$ cat src/sv/i2p_pkg.sv
// Shared types, character constants and code tables for the infix-to-postfix converter.
`default_nettype none

package i2p_pkg;

  // Character bytes the converter recognizes
  localparam logic [7:0] CH_LPAREN = 8'h28;
  localparam logic [7:0] CH_RPAREN = 8'h29;
  localparam logic [7:0] CH_PLUS   = 8'h2B;
  localparam logic [7:0] CH_MINUS  = 8'h2D;
  localparam logic [7:0] CH_STAR   = 8'h2A;
  localparam logic [7:0] CH_SLASH  = 8'h2F;
  localparam logic [7:0] CH_CARET  = 8'h5E;

  // Operator stack entry codes
  typedef enum logic [2:0] {
    CODE_LPAREN = 3'd0,
    CODE_PLUS   = 3'd1,
    CODE_MINUS  = 3'd2,
    CODE_MUL    = 3'd3,
    CODE_DIV    = 3'd4,
    CODE_POW    = 3'd5
  } code_e;

  // Item classes handed from the front to the back
  typedef enum logic [2:0] {
    CLS_PASS   = 3'd0,
    CLS_LPAREN = 3'd1,
    CLS_RPAREN = 3'd2,
    CLS_OPER   = 3'd3,
    CLS_END    = 3'd4
  } cls_e;

  typedef struct packed {
    cls_e        cls;
    logic [2:0]  code;
    logic [7:0]  symbol;
  } entry_t;

  // Handshake between the front queue and the back engine
  typedef struct packed {
    logic   valid;
    entry_t entry;
  } q_req_t;

  function automatic logic [1:0] code_prec(input logic [2:0] code);
    logic [1:0] p;
    p = 2'd0;
    unique case (code)
      CODE_PLUS, CODE_MINUS: p = 2'd1;
      CODE_MUL, CODE_DIV:    p = 2'd2;
      CODE_POW:              p = 2'd3;
      default:               p = 2'd0;
    endcase
    return p;
  endfunction

  function automatic logic [7:0] code_char(input logic [2:0] code);
    logic [7:0] c;
    c = 8'h00;
    unique case (code)
      CODE_LPAREN: c = CH_LPAREN;
      CODE_PLUS:   c = CH_PLUS;
      CODE_MINUS:  c = CH_MINUS;
      CODE_MUL:    c = CH_STAR;
      CODE_DIV:    c = CH_SLASH;
      CODE_POW:    c = CH_CARET;
      default:     c = 8'h00;
    endcase
    return c;
  endfunction

  function automatic entry_t classify(input logic op, input logic [7:0] symbol);
    entry_t e;
    e.cls    = CLS_PASS;
    e.code   = CODE_LPAREN;
    e.symbol = symbol;
    if (op) begin
      e.cls = CLS_END;
    end else begin
      unique case (symbol)
        CH_LPAREN: e.cls = CLS_LPAREN;
        CH_RPAREN: e.cls = CLS_RPAREN;
        CH_PLUS:   begin e.cls = CLS_OPER; e.code = CODE_PLUS;  end
        CH_MINUS:  begin e.cls = CLS_OPER; e.code = CODE_MINUS; end
        CH_STAR:   begin e.cls = CLS_OPER; e.code = CODE_MUL;   end
        CH_SLASH:  begin e.cls = CLS_OPER; e.code = CODE_DIV;   end
        CH_CARET:  begin e.cls = CLS_OPER; e.code = CODE_POW;   end
        default:   e.cls = CLS_PASS;
      endcase
    end
    return e;
  endfunction

endpackage

`default_nettype wire

$ cat src/sv/i2p_front.sv
// Front end: classifies incoming beats and holds them in a two-entry queue.
`default_nettype none

module i2p_front import i2p_pkg::*; (
  input  wire logic       clk_i,
  input  wire logic       rst_ni,
  input  wire logic       push,
  output logic            full,
  input  wire logic       op_i,
  input  wire logic [7:0] symbol_i,
  output q_req_t          q_req_o,
  input  wire logic       q_take_i
);

  entry_t     slot_q [2];
  logic       wr_ptr_q, wr_ptr_d;
  logic       rd_ptr_q, rd_ptr_d;
  logic [1:0] cnt_q, cnt_d;
  logic       do_push;
  logic       do_pop;

  assign full    = (cnt_q == 2'd2);
  assign do_push = push && !full;
  assign do_pop  = q_take_i && (cnt_q != 2'd0);

  assign q_req_o.valid = (cnt_q != 2'd0);
  assign q_req_o.entry = slot_q[rd_ptr_q];

  always_comb begin
    wr_ptr_d = do_push ? !wr_ptr_q : wr_ptr_q;
    rd_ptr_d = do_pop  ? !rd_ptr_q : rd_ptr_q;
    cnt_d    = cnt_q + {1'b0, do_push} - {1'b0, do_pop};
  end

  always_ff @(posedge clk_i or negedge rst_ni) begin
    if (!rst_ni) begin
      wr_ptr_q <= 1'b0;
      rd_ptr_q <= 1'b0;
      cnt_q    <= 2'd0;
    end else begin
      wr_ptr_q <= wr_ptr_d;
      rd_ptr_q <= rd_ptr_d;
      cnt_q    <= cnt_d;
    end
  end

  always_ff @(posedge clk_i) begin
    if (do_push) begin
      slot_q[wr_ptr_q] <= classify(op_i, symbol_i);
    end
  end

  a_cnt_range: assert property (@(posedge clk_i) disable iff (!rst_ni)
    cnt_q != 2'd3)
    else $error("front queue count out of range");

  a_ptr_gap: assert property (@(posedge clk_i) disable iff (!rst_ni)
    (cnt_q == 2'd0 || cnt_q == 2'd2) |-> (wr_ptr_q == rd_ptr_q))
    else $error("front queue pointers disagree with count");

  a_push_count: assert property (@(posedge clk_i) disable iff (!rst_ni)
    (do_push && !do_pop) |=> (cnt_q == $past(cnt_q) + 2'd1))
    else $error("front queue lost a beat");

endmodule

`default_nettype wire

$ cat src/sv/i2p_back.sv
// Back end: operator stack engine, result hold stage and output register.
`default_nettype none

module i2p_back import i2p_pkg::*; #(
  parameter int STACK_DEPTH = 32
) (
  input  wire logic       clk_i,
  input  wire logic       rst_ni,
  input  wire q_req_t     q_req_i,
  output logic            q_take_o,
  output logic            empty,
  input  wire logic       pop,
  output logic [7:0]      out_symbol_o,
  output logic            run_last_o,
  output logic            terminator_o,
  output logic            overflowed_o
);

  localparam int CW = $clog2(STACK_DEPTH + 1);
  localparam int AW = $clog2(STACK_DEPTH);

  typedef enum logic [7:0] {
    S_IDLE = 8'b0000_0001,
    S_LOOK = 8'b0000_0010,
    S_READ = 8'b0000_0100,
    S_EVAL = 8'b0000_1000,
    S_PUSH = 8'b0001_0000,
    S_TERM = 8'b0010_0000,
    S_PASS = 8'b0100_0000,
    S_FIN  = 8'b1000_0000
  } state_e;

  state_e      state_q, state_d;
  entry_t      cur_q, cur_d;
  logic [CW-1:0] count_q, count_d;
  logic        ovf_q, ovf_d;

  // Stack memory: one write port, one registered read port at the top
  logic [2:0]  stack_mem [STACK_DEPTH];
  logic [2:0]  rd_q;
  logic        wr_en;
  logic [2:0]  wr_data;
  logic [AW-1:0] wr_addr;
  logic [AW-1:0] rd_addr;

  // Hold stage: the newest result waits here until we know if it is the last
  logic        hold_v_q, hold_v_d;
  logic [7:0]  hold_sym_q, hold_sym_d;
  logic        hold_term_q, hold_term_d;
  logic        hold_ovf_q, hold_ovf_d;

  logic        out_v_q, out_v_d;
  logic [7:0]  out_sym_q, out_sym_d;
  logic        out_last_q, out_last_d;
  logic        out_term_q, out_term_d;
  logic        out_ovf_q, out_ovf_d;

  logic        out_ready;
  logic        can_emit;
  logic        emit_req;
  logic [7:0]  emit_sym;
  logic        emit_term;
  logic        emit_ovf;
  logic        fin_move;
  logic        push_req;
  logic        stack_full;
  logic        top_goes;

  assign out_ready  = !out_v_q || pop;
  assign can_emit   = !hold_v_q || out_ready;
  assign stack_full = (count_q >= CW'(STACK_DEPTH));
  assign rd_addr    = AW'(count_q - CW'(1));
  assign wr_addr    = AW'(count_q);

  assign empty        = !out_v_q;
  assign out_symbol_o = out_sym_q;
  assign run_last_o   = out_last_q;
  assign terminator_o = out_term_q;
  assign overflowed_o = out_ovf_q;

  // Sequencer
  always_comb begin
    state_d   = state_q;
    cur_d     = cur_q;
    count_d   = count_q;
    ovf_d     = ovf_q;
    q_take_o  = 1'b0;
    emit_req  = 1'b0;
    emit_sym  = 8'h00;
    emit_term = 1'b0;
    emit_ovf  = 1'b0;
    fin_move  = 1'b0;
    push_req  = 1'b0;
    top_goes  = 1'b0;

    unique case (state_q)
      S_IDLE: begin
        if (q_req_i.valid) begin
          q_take_o = 1'b1;
          cur_d    = q_req_i.entry;
          state_d  = S_LOOK;
        end
      end
      S_LOOK: begin
        // rd_q picks up the top entry during this cycle
        unique case (cur_q.cls)
          CLS_PASS:   state_d = S_PASS;
          CLS_LPAREN: state_d = S_PUSH;
          CLS_RPAREN: state_d = (count_q == '0) ? S_FIN  : S_EVAL;
          CLS_OPER:   state_d = (count_q == '0) ? S_PUSH : S_EVAL;
          CLS_END:    state_d = (count_q == '0) ? S_TERM : S_EVAL;
          default:    state_d = S_FIN;
        endcase
      end
      S_READ: begin
        state_d = S_EVAL;
      end
      S_EVAL: begin
        emit_sym = code_char(rd_q);
        priority if (cur_q.cls == CLS_RPAREN && rd_q == CODE_LPAREN) begin
          // drop the matching open paren
          count_d = count_q - CW'(1);
          state_d = S_FIN;
        end else if (cur_q.cls == CLS_OPER &&
                     code_prec(rd_q) < code_prec(cur_q.code)) begin
          state_d = S_PUSH;
        end else begin
          emit_req = 1'b1;
          if (can_emit) begin
            top_goes = 1'b1;
            count_d  = count_q - CW'(1);
            if (count_q == CW'(1)) begin
              unique case (cur_q.cls)
                CLS_OPER: state_d = S_PUSH;
                CLS_END:  state_d = S_TERM;
                default:  state_d = S_FIN;
              endcase
            end else begin
              state_d = S_READ;
            end
          end
        end
      end
      S_PUSH: begin
        push_req = 1'b1;
        if (stack_full) begin
          ovf_d = 1'b1;
        end else begin
          count_d = count_q + CW'(1);
        end
        state_d = S_FIN;
      end
      S_TERM: begin
        emit_req  = 1'b1;
        emit_term = 1'b1;
        emit_ovf  = ovf_q;
        if (can_emit) begin
          ovf_d   = 1'b0;
          state_d = S_FIN;
        end
      end
      S_PASS: begin
        emit_req = 1'b1;
        emit_sym = cur_q.symbol;
        if (can_emit) begin
          state_d = S_FIN;
        end
      end
      S_FIN: begin
        if (!hold_v_q) begin
          state_d = S_IDLE;
        end else if (out_ready) begin
          fin_move = 1'b1;
          state_d  = S_IDLE;
        end
      end
      default: state_d = S_IDLE;
    endcase
  end

  assign wr_en   = push_req && !stack_full;
  assign wr_data = cur_q.code;

  // Hold stage and output register
  always_comb begin
    hold_v_d    = hold_v_q;
    hold_sym_d  = hold_sym_q;
    hold_term_d = hold_term_q;
    hold_ovf_d  = hold_ovf_q;
    out_v_d     = out_v_q && !pop;
    out_sym_d   = out_sym_q;
    out_last_d  = out_last_q;
    out_term_d  = out_term_q;
    out_ovf_d   = out_ovf_q;

    if (emit_req && can_emit) begin
      if (hold_v_q) begin
        out_v_d    = 1'b1;
        out_sym_d  = hold_sym_q;
        out_last_d = 1'b0;
        out_term_d = hold_term_q;
        out_ovf_d  = hold_ovf_q;
      end
      hold_v_d    = 1'b1;
      hold_sym_d  = emit_sym;
      hold_term_d = emit_term;
      hold_ovf_d  = emit_ovf;
    end else if (fin_move) begin
      out_v_d    = 1'b1;
      out_sym_d  = hold_sym_q;
      out_last_d = 1'b1;
      out_term_d = hold_term_q;
      out_ovf_d  = hold_ovf_q;
      hold_v_d   = 1'b0;
    end
  end

  always_ff @(posedge clk_i or negedge rst_ni) begin
    if (!rst_ni) begin
      state_q  <= S_IDLE;
      count_q  <= '0;
      ovf_q    <= 1'b0;
      hold_v_q <= 1'b0;
      out_v_q  <= 1'b0;
    end else begin
      state_q  <= state_d;
      count_q  <= count_d;
      ovf_q    <= ovf_d;
      hold_v_q <= hold_v_d;
      out_v_q  <= out_v_d;
    end
  end

  always_ff @(posedge clk_i) begin
    cur_q       <= cur_d;
    hold_sym_q  <= hold_sym_d;
    hold_term_q <= hold_term_d;
    hold_ovf_q  <= hold_ovf_d;
    out_sym_q   <= out_sym_d;
    out_last_q  <= out_last_d;
    out_term_q  <= out_term_d;
    out_ovf_q   <= out_ovf_d;
  end

  always_ff @(posedge clk_i) begin
    if (wr_en) begin
      stack_mem[wr_addr] <= wr_data;
    end
    rd_q <= stack_mem[rd_addr];
  end

  a_count_max: assert property (@(posedge clk_i) disable iff (!rst_ni)
    count_q <= CW'(STACK_DEPTH))
    else $error("stack count beyond depth");

  a_idle_hold_empty: assert property (@(posedge clk_i) disable iff (!rst_ni)
    (state_q == S_IDLE) |-> !hold_v_q)
    else $error("result left in hold stage between items");

  a_term_on_empty: assert property (@(posedge clk_i) disable iff (!rst_ni)
    (state_q == S_TERM) |-> (count_q == '0))
    else $error("terminator issued with operators still stacked");

  a_term_is_last: assert property (@(posedge clk_i) disable iff (!rst_ni)
    (out_v_q && out_term_q) |-> out_last_q)
    else $error("terminator not marked as last of its run");

  a_pop_needs_top: assert property (@(posedge clk_i) disable iff (!rst_ni)
    top_goes |-> (count_q != '0))
    else $error("pop from an empty stack");

endmodule

`default_nettype wire

$ cat src/sv/infix_to_postfix_converter.sv
// Top level of the shunting-yard infix-to-postfix converter.
`default_nettype none

// Takes an infix expression one byte per beat and returns its postfix form as
// a stream of result beats. Operators + - * / ^ (precedence 1 1 2 2 3, all
// left-associative) and '(' wait on an operator stack of STACK_DEPTH entries;
// any other byte passes through. An end beat (op_i high) flushes the stack,
// top first, then returns a terminator beat whose overflowed_o is set if any
// push since the previous end beat found the stack full (that push is
// dropped). run_last_o marks the last result of each input beat; beats that
// produce nothing ('(' itself, an operator that pops nothing, ')' on an empty
// stack) return no result. Flow: a two-entry queue takes input beats while
// the engine works. A pass-through byte or a push onto an empty stack goes
// through dequeue, decode, act and release. When the stack is not empty, an
// operator, ')' or end beat looks at the top entry first: each entry popped
// takes a compare, then a re-read of the top through the single registered
// read port of the stack memory; the pop that empties the stack saves the
// re-read, and an operator that stops on a lower entry compares it before
// its push. A result waits in a hold stage until the engine knows whether
// it is the last of its run, then moves to the output register; the engine
// stalls whenever both are occupied and pop is low.
module infix_to_postfix_converter import i2p_pkg::*; #(
  parameter int STACK_DEPTH = 32
) (
  input  wire logic       clk_i,
  input  wire logic       rst_ni,
  // input queue side
  input  wire logic       push,
  output logic            full,
  input  wire logic       op_i,
  input  wire logic [7:0] symbol_i,
  // result queue side
  output logic            empty,
  input  wire logic       pop,
  output logic [7:0]      out_symbol_o,
  output logic            run_last_o,
  output logic            terminator_o,
  output logic            overflowed_o
);

  q_req_t q_req;
  logic   q_take;

  // Classify each beat and queue it for the engine
  i2p_front u_front (
    .clk_i    (clk_i),
    .rst_ni   (rst_ni),
    .push     (push),
    .full     (full),
    .op_i     (op_i),
    .symbol_i (symbol_i),
    .q_req_o  (q_req),
    .q_take_i (q_take)
  );

  // Run the stack algorithm and drive the result queue
  i2p_back #(
    .STACK_DEPTH (STACK_DEPTH)
  ) u_back (
    .clk_i        (clk_i),
    .rst_ni       (rst_ni),
    .q_req_i      (q_req),
    .q_take_o     (q_take),
    .empty        (empty),
    .pop          (pop),
    .out_symbol_o (out_symbol_o),
    .run_last_o   (run_last_o),
    .terminator_o (terminator_o),
    .overflowed_o (overflowed_o)
  );

endmodule

`default_nettype wire

$ cat config.mk
export PLATFORM = sky130hd
export DESIGN_NAME = infix_to_postfix_converter
export DESIGN_NICKNAME = d
export VERILOG_FILES = /design/src/sv/i2p_pkg.sv /design/src/sv/i2p_front.sv /design/src/sv/i2p_back.sv /design/src/sv/infix_to_postfix_converter.sv
export SDC_FILE = /design/constraint.sdc
export NUM_CORES = 1
export LEC_CHECK = 0
export ABC_AREA = 1
export BUFFER_PORTS_ARGS = -buffer_cell sky130_fd_sc_hd__buf_2
export CAP_MARGIN = 15
export CORE_UTILIZATION = 60
export DETAILED_ROUTE_END_ITERATION = 6
export PLACE_DENSITY = 0.75
export REMOVE_ABC_BUFFERS = 1
export SYNTH_ARGS = -nofsm -noshare
export SYNTH_HDL_FRONTEND = slang
export SYNTH_SLANG_ARGS = --single-unit
export TNS_END_PERCENT = 50
$ cat constraint.sdc
create_clock -name clk_i -period 3.6 [get_ports clk_i]
set_input_delay 0.36 -clock clk_i [delete_from_list [all_inputs] [get_ports clk_i]]
set_output_delay 0.36 -clock clk_i [all_outputs]
set_load 0.01 [all_outputs]
* Word level (Yosys, flattened, before mapping)
Memory sizes are Yosys's and may differ from the RTL's. A register that Yosys moved wholly into a read port is not among the register bits.
Index checks and enable logic that the tools add are counted.
** Word-level totals
- Logic and storage cells :: 165
- Output and inout bits :: 13
- Input port bits :: 13
- Memory bits (writable) :: 124
- Memories kept :: 2
- Register bits after elaboration :: 42
** Operators by class
- Eq/ne operators :: 41
- Add/sub/neg operators :: 4
- Multiplexer cells :: 67
- Reduce and logical (&&, ||, !) cells :: 34
- $lt $le $gt $ge :: 2
** Memories
- u_back.stack_mem :: depth 32, width 3, read ports 1, clocked after Yosys merged registers in 1, write ports 1, line i2p_back.sv:39 : logic [2:0] stack_mem [STACK_DEPTH];
- u_front.slot_q :: depth 2, width 14, read ports 1, clocked after Yosys merged registers in 1, write ports 1, line i2p_front.sv:15 : entry_t slot_q [2];
** Operator list (number)
- two-way mux 8 bit :: 12
- == test 8 x 6 -> 1 bit, second input constant :: 7
- case mux 8 bit (7 select lines) :: 1
- case mux 7 bit (6 select lines) :: 1
- case mux 8 bit (5 select lines) :: 1
- case mux 8 bit (2 select lines) :: 2
- two-way mux 6 bit :: 5
- two-way mux 1 bit :: 29
- == test 3 x 2 -> 1 bit, second input constant :: 6
- case mux 2 bit (3 select lines) :: 3
- == test 8 x 7 -> 1 bit, second input constant :: 2
- == test 3 bit, second input constant :: 5
- case mux 3 bit (5 select lines) :: 1
- two-way mux 3 bit :: 4
- case mux 6 bit (2 select lines) :: 1
- OR reduction 2 bit :: 5
- == test 3 x 1 -> 1 bit, second input constant :: 3
- == test 8 x 1 -> 1 bit, second input constant :: 1
- == test 8 x 2 -> 1 bit, second input constant :: 1
- == test 8 x 3 -> 1 bit, second input constant :: 1
- == test 8 x 4 -> 1 bit, second input constant :: 1
- == test 8 x 5 -> 1 bit, second input constant :: 1
- == test 8 bit, second input constant :: 1
- two-way mux 2 bit :: 4
- other kinds (26) :: 50

* Logic depth before layout (Yosys ltp)
- Word-level depth :: 13
- Depth in mapped cells :: 12
- Depth with buffers taken out :: 11

* By module
From an unflattened synthesis, not the netlist that was laid out.
** Second synthesis, totals
- Cell total of the unflattened synthesis :: 759
- Area total of the unflattened synthesis :: 8164.1 um^2
** Modules (own cells, without submodules)
- i2p_back :: times used 1, cells an instance 617, area each 6736.5 um^2, sequential area each 4420.5 um^2
- i2p_front :: times used 1, cells an instance 142, area each 1427.6 um^2, sequential area each 940.9 um^2

* Worst setup path before layout
Ideal clock, no wire load.
- Path type :: register to register
- Start point :: register u_back.cur_q (netlist bit u_back.wr_data[1])
- End point :: register u_back.out_sym_q[0] (netlist: u_back.out_symbol_o[0]), enable pin
- Arrival time :: 2118 ps
- Required time :: 3222 ps
- Library setup time :: 378 ps
- Cell stages (with the launch flop) :: 11
- Path buffers :: 0
- Path slack :: 1104 ps
- Clock period less this slack :: 2496 ps
- Cells stage by stage :: edfxtp_1 > nand2_1 > inv_1 > o21ai_0 > ha_1 > nand2_1 > nand2_1 > nand2_1 > nand3_1 > nand2_1 > nor2_1
** On the way
- Word-level cells in the longest chain between the ends :: 13
- Elaborated cells on any way between the ends :: 19
- Classes of those cells :: order compare (1); eq/ne (6); mux (6); reduce/logical (6)
** Ends and longest elaborated chain
- from (decl) :: line i2p_back.sv:34 : entry_t cur_q, cur_d;
- from (signal assigned) :: line i2p_back.sv:235 : cur_q <= cur_d;
- == test 3 x 2 -> 1 bit (tied with other cells) :: line i2p_pkg.sv:49 : unique case (code)
- OR reduction 2 bit :: line i2p_pkg.sv:49
- case mux 2 bit (3 select lines) (*) :: line i2p_pkg.sv:49
- two-way mux 2 bit (*) :: line i2p_back.sv:120 : priority if (cur_q.cls == CLS_RPAREN && rd_q == CODE_LPAREN) begin
- two-way mux 2 bit (*) :: line i2p_back.sv:96 : unique case (state_q)
- less-than comparator 2 bit (*) :: line i2p_back.sv:125 : code_prec(rd_q) < code_prec(cur_q.code)) begin
- logical AND 1 bit (*) :: line i2p_back.sv:124 : end else if (cur_q.cls == CLS_OPER &&
- two-way mux 1 bit (*) :: line i2p_back.sv:124
- two-way mux 1 bit (*) :: line i2p_back.sv:120
- case mux 1 bit (2 select lines) (*) :: line i2p_back.sv:96
- logical AND 1 bit (*) :: line i2p_back.sv:196 : if (emit_req && can_emit) begin
- != test 2 x 1 -> 1 bit (no source line) / nonzero test 2 bit (equally long branches)
- AND reduction 2 bit (no source line) (*)
- to (signal assigned) :: line i2p_back.sv:239 : out_sym_q <= out_sym_d;
- to (decl) :: line i2p_back.sv:53 : logic [7:0] out_sym_q, out_sym_d;
Every way passes the cells marked *; elsewhere a longest branch is shown, timed or not. The select of a mux whose other input is x is not followed.
A chain may end at the register's enable or synchronous reset.

* Worst setup path after layout
- Start point :: register u_back.cur_q (netlist bit u_back.wr_data[1])
- End point :: register u_back.out_sym_q[1] (netlist: u_back.out_symbol_o[1]), enable pin
Same word-level chain as after synthesis.

==> metrics <==
antenna fix cells 0; # rows 41; max-slew violations 0; Post-synth EDFFs 159; Syn Area/Cell 11.1 um^2; failing checks design-rule violations; area post-placement 8320 um^2; H-tree lvl count 4; Total Routing Usage GR 0.248; Die Footprint 13800 um^2; fin area 8970 um^2; Worst-path clk slew 70 ps; post-DP HPWL 10300 um; Tmin final 2790 ps; Crit Path Max Fanout 16; DRC 1; Core Area 12800 um^2; asr flop ratio synth 0.115; Hold Startpoint symbol_i[2]; vias in the first global route 5335; max frequency 358 MHz; hold path depth 1; Congestion Overflow GR 0; Critical Path AT 2850 ps; Die Y 118 um; R2R Path Start u_back.wr_data[1]$_DFFE_PP_; Port Buffers 25; R2R setup slack 810 ps; Ports 26; nets 776; max-cap violations 0; Yosys Warn Count 0; Layout area overhead 11.8%; largest net degree at the start of global routing 53; initial antenna violation count 0; global-route wire length before repair 26200 um; final antenna-violating net count 0; clk sinks 183; clk_skew 12.6 ps; CTS tree done; Iter 0 DRT Violations 509; Worst Hold End u_front.slot_q[1][2]$_DFFE_PP_; count leader, synth edfxtp_1; worst min-delay path category primary input to flop; clk buf depth 2; P per Cell Area 865 nW/um^2; GP Congestion 0.949; WS Path Type flop to flop; layout cell share with drive strength beyond 1 0.138; Rel. slew slack 0.397; Area contributors post-synth edfxtp_1, nor2_1, dfrtp_1; Synth Flop Type edfxtp_1; peak supply drop 0.474 mV; Finished Core Util 0.699; Power Internal 4.82 mW; RSZ-0062 raised after global routing no; distinct cell type count after synthesis 35; P_leak 3.44 nW; initial core utilization 0.626; area leader, netlist edfxtp_1; R2R cell count 10; status complete, but fails checks; #FFs+latches synth 183; Skew-Pair Late Insertion Delay 430 ps; setup tns final 0 ps; overall routed net length 15900 um; Crit. End Element flop; setup bufs post-CTS 0; logic gate share of total power 0.349; Seq pwr share 0.399; switch share 0.379; Yosys top cell area share 0.595; Pre-Repair DR Iteration Count 7; Gates resized, CTS repair 0; Clock power frac 0.252; synthesized area 8020 um^2; Required @ worst endpoint 3660 ps; root buffer cell clkbuf_16; final hold vios 0; register area share after synthesis 0.668; critical path launch point type flop; RR Endpoint u_back.out_symbol_o[1]$_DFFE_PP_; Die Width 118 um; via count 5311; final setup vio count 0; Post-Synthesis Cells 725; Vias/cell 5.64; worst-margin pin slew 902 ps; Synth top cells by count edfxtp_1, nor2_1, nand2_1; drt wl/cell 16.9 um; Net Sw Power 2.94 mW; TritonCTS Buffers 17; Tcrit/Tclk final 0.776
## what timing repair did
item | in CTS | in global routing
setup endpoints to repair | 0 | 0
endpoints found under the hold margin | 20 | 0
hold buffers | 1 | 0
## metrics by stage
step	hold WS, ps	total power [mW]	cells	setup WS (ps)
2_1_floorplan	64.4	4.91	701	327
3_3_place_gp	347	5.69	908	968
3_5_place_dp	363	5.80	908	791
4_1_cts	127	7.78	941	781
5_1_grt	137	8.25	941	579
6_report	143	7.76	941	808
## logic make-up after synthesis
logic type	count (synthesis)	share of synthesized area
muxes	14	0.0196
adders and majority gates	7	0.0109
buffers and inverters	81	0.0416
DFF	183	0.668
AOI/OAI and AO/OA	103	0.0728
xor gates and xnor gates	9	0.0108
and+or+nand+nor	328	0.176
## cell type report
| class | instances | area, um^2 |
|---|---|---|
| flip-flops and latches | 183 | 5360 |
| multi-input cells | 461 | 2330 |
| well taps | 172 | 215 |
| repair buffers | 36 | 210 |
| clock buffers | 17 | 425 |
| inverters | 57 | 219 |
| clock inverters | 15 | 210 |
| fillers | 890 | 3850 |
## flip-flops by register name, summed over array words and instances, names as in the netlist, 2 cells and up
name / count
u_back.cur_q: 11
u_back.state_q: 8
u_back.wr_data: 3
u_front.cnt_q: 2
u_back.stack_mem: 96
u_back.rd_q: 3
u_back.out_symbol_o: 8
u_back.hold_sym_q: 8
u_front.slot_q: 28
u_back.count_q: 6
## placed cells by master, fill, tap and decap left out, types with 5 or more instances in the layout
cell | synthesis | layout
a21oi_1 | 12 | 12
buf_2 | 17 | 25
buf_4 | 1 | 10
clkbuf_16 | 0 | 17
dfrtp_1 | 20 | 20
edfxtp_1 | 159 | 159
ha_1 | 7 | 7
inv_1 | 51 | 51
mux2_2 | 14 | 14
nand2_1 | 109 | 109
nand3_1 | 38 | 38
nand4_1 | 10 | 10
nor2_1 | 147 | 147
nor3_1 | 5 | 5
o211ai_1 | 25 | 25
o21ai_0 | 60 | 60
xor2_1 | 5 | 5
## metal layers
metal / GRT usage / vias to the layer above / share of wire
met5: 0 / - / 0
met4: 0.109 / 0 / 0.018
met3: 0.0475 / 22 / 0.054
met2: 0.443 / 172 / 0.53
met1: 0.291 / 2553 / 0.40
li1: - / 2564 / -
## power by group through the flow
stage	sequential (mW)	combinational, mW	clock (mW)
after global placement	3.11	2.58	0
final	3.09	2.71	1.96
after global routing	3.13	3.06	2.05
after CTS	3.09	2.71	1.98
after detailed placement	3.13	2.67	0
after floorplan	3.18	1.73	0
## how the worst max path moves through the flow
stage / to / startpoint / cells past startpoint
detailed placement: u_back.out_symbol_o[5]$_DFFE_PP_ / u_back.wr_data[1]$_DFFE_PP_ / 10
floorplan: u_back.rd_q[0]$_DFF_P_ / u_back.count_q[0]$_DFFE_PN0P_ / 9
global placement: u_back.out_symbol_o[2]$_DFFE_PP_ / u_back.wr_data[1]$_DFFE_PP_ / 10
CTS: u_back.out_symbol_o[4]$_DFFE_PP_ / u_back.wr_data[1]$_DFFE_PP_ / 10
finish: u_back.out_symbol_o[1]$_DFFE_PP_ / u_back.wr_data[1]$_DFFE_PP_ / 10
global route: u_back.out_symbol_o[4]$_DFFE_PP_ / u_back.wr_data[1]$_DFFE_PP_ / 10
## critical path, stage by stage (launching register included)
cell and delay, ps:
edfxtp_1 710, nand2_1 110, inv_1 100, o21ai_0 80, ha_1 280, nand2_1 70
nand2_1 110, nand2_1 120, nand3_1 90, nand2_1 60, nor2_1 680
(Power assumes the default switching activity.)
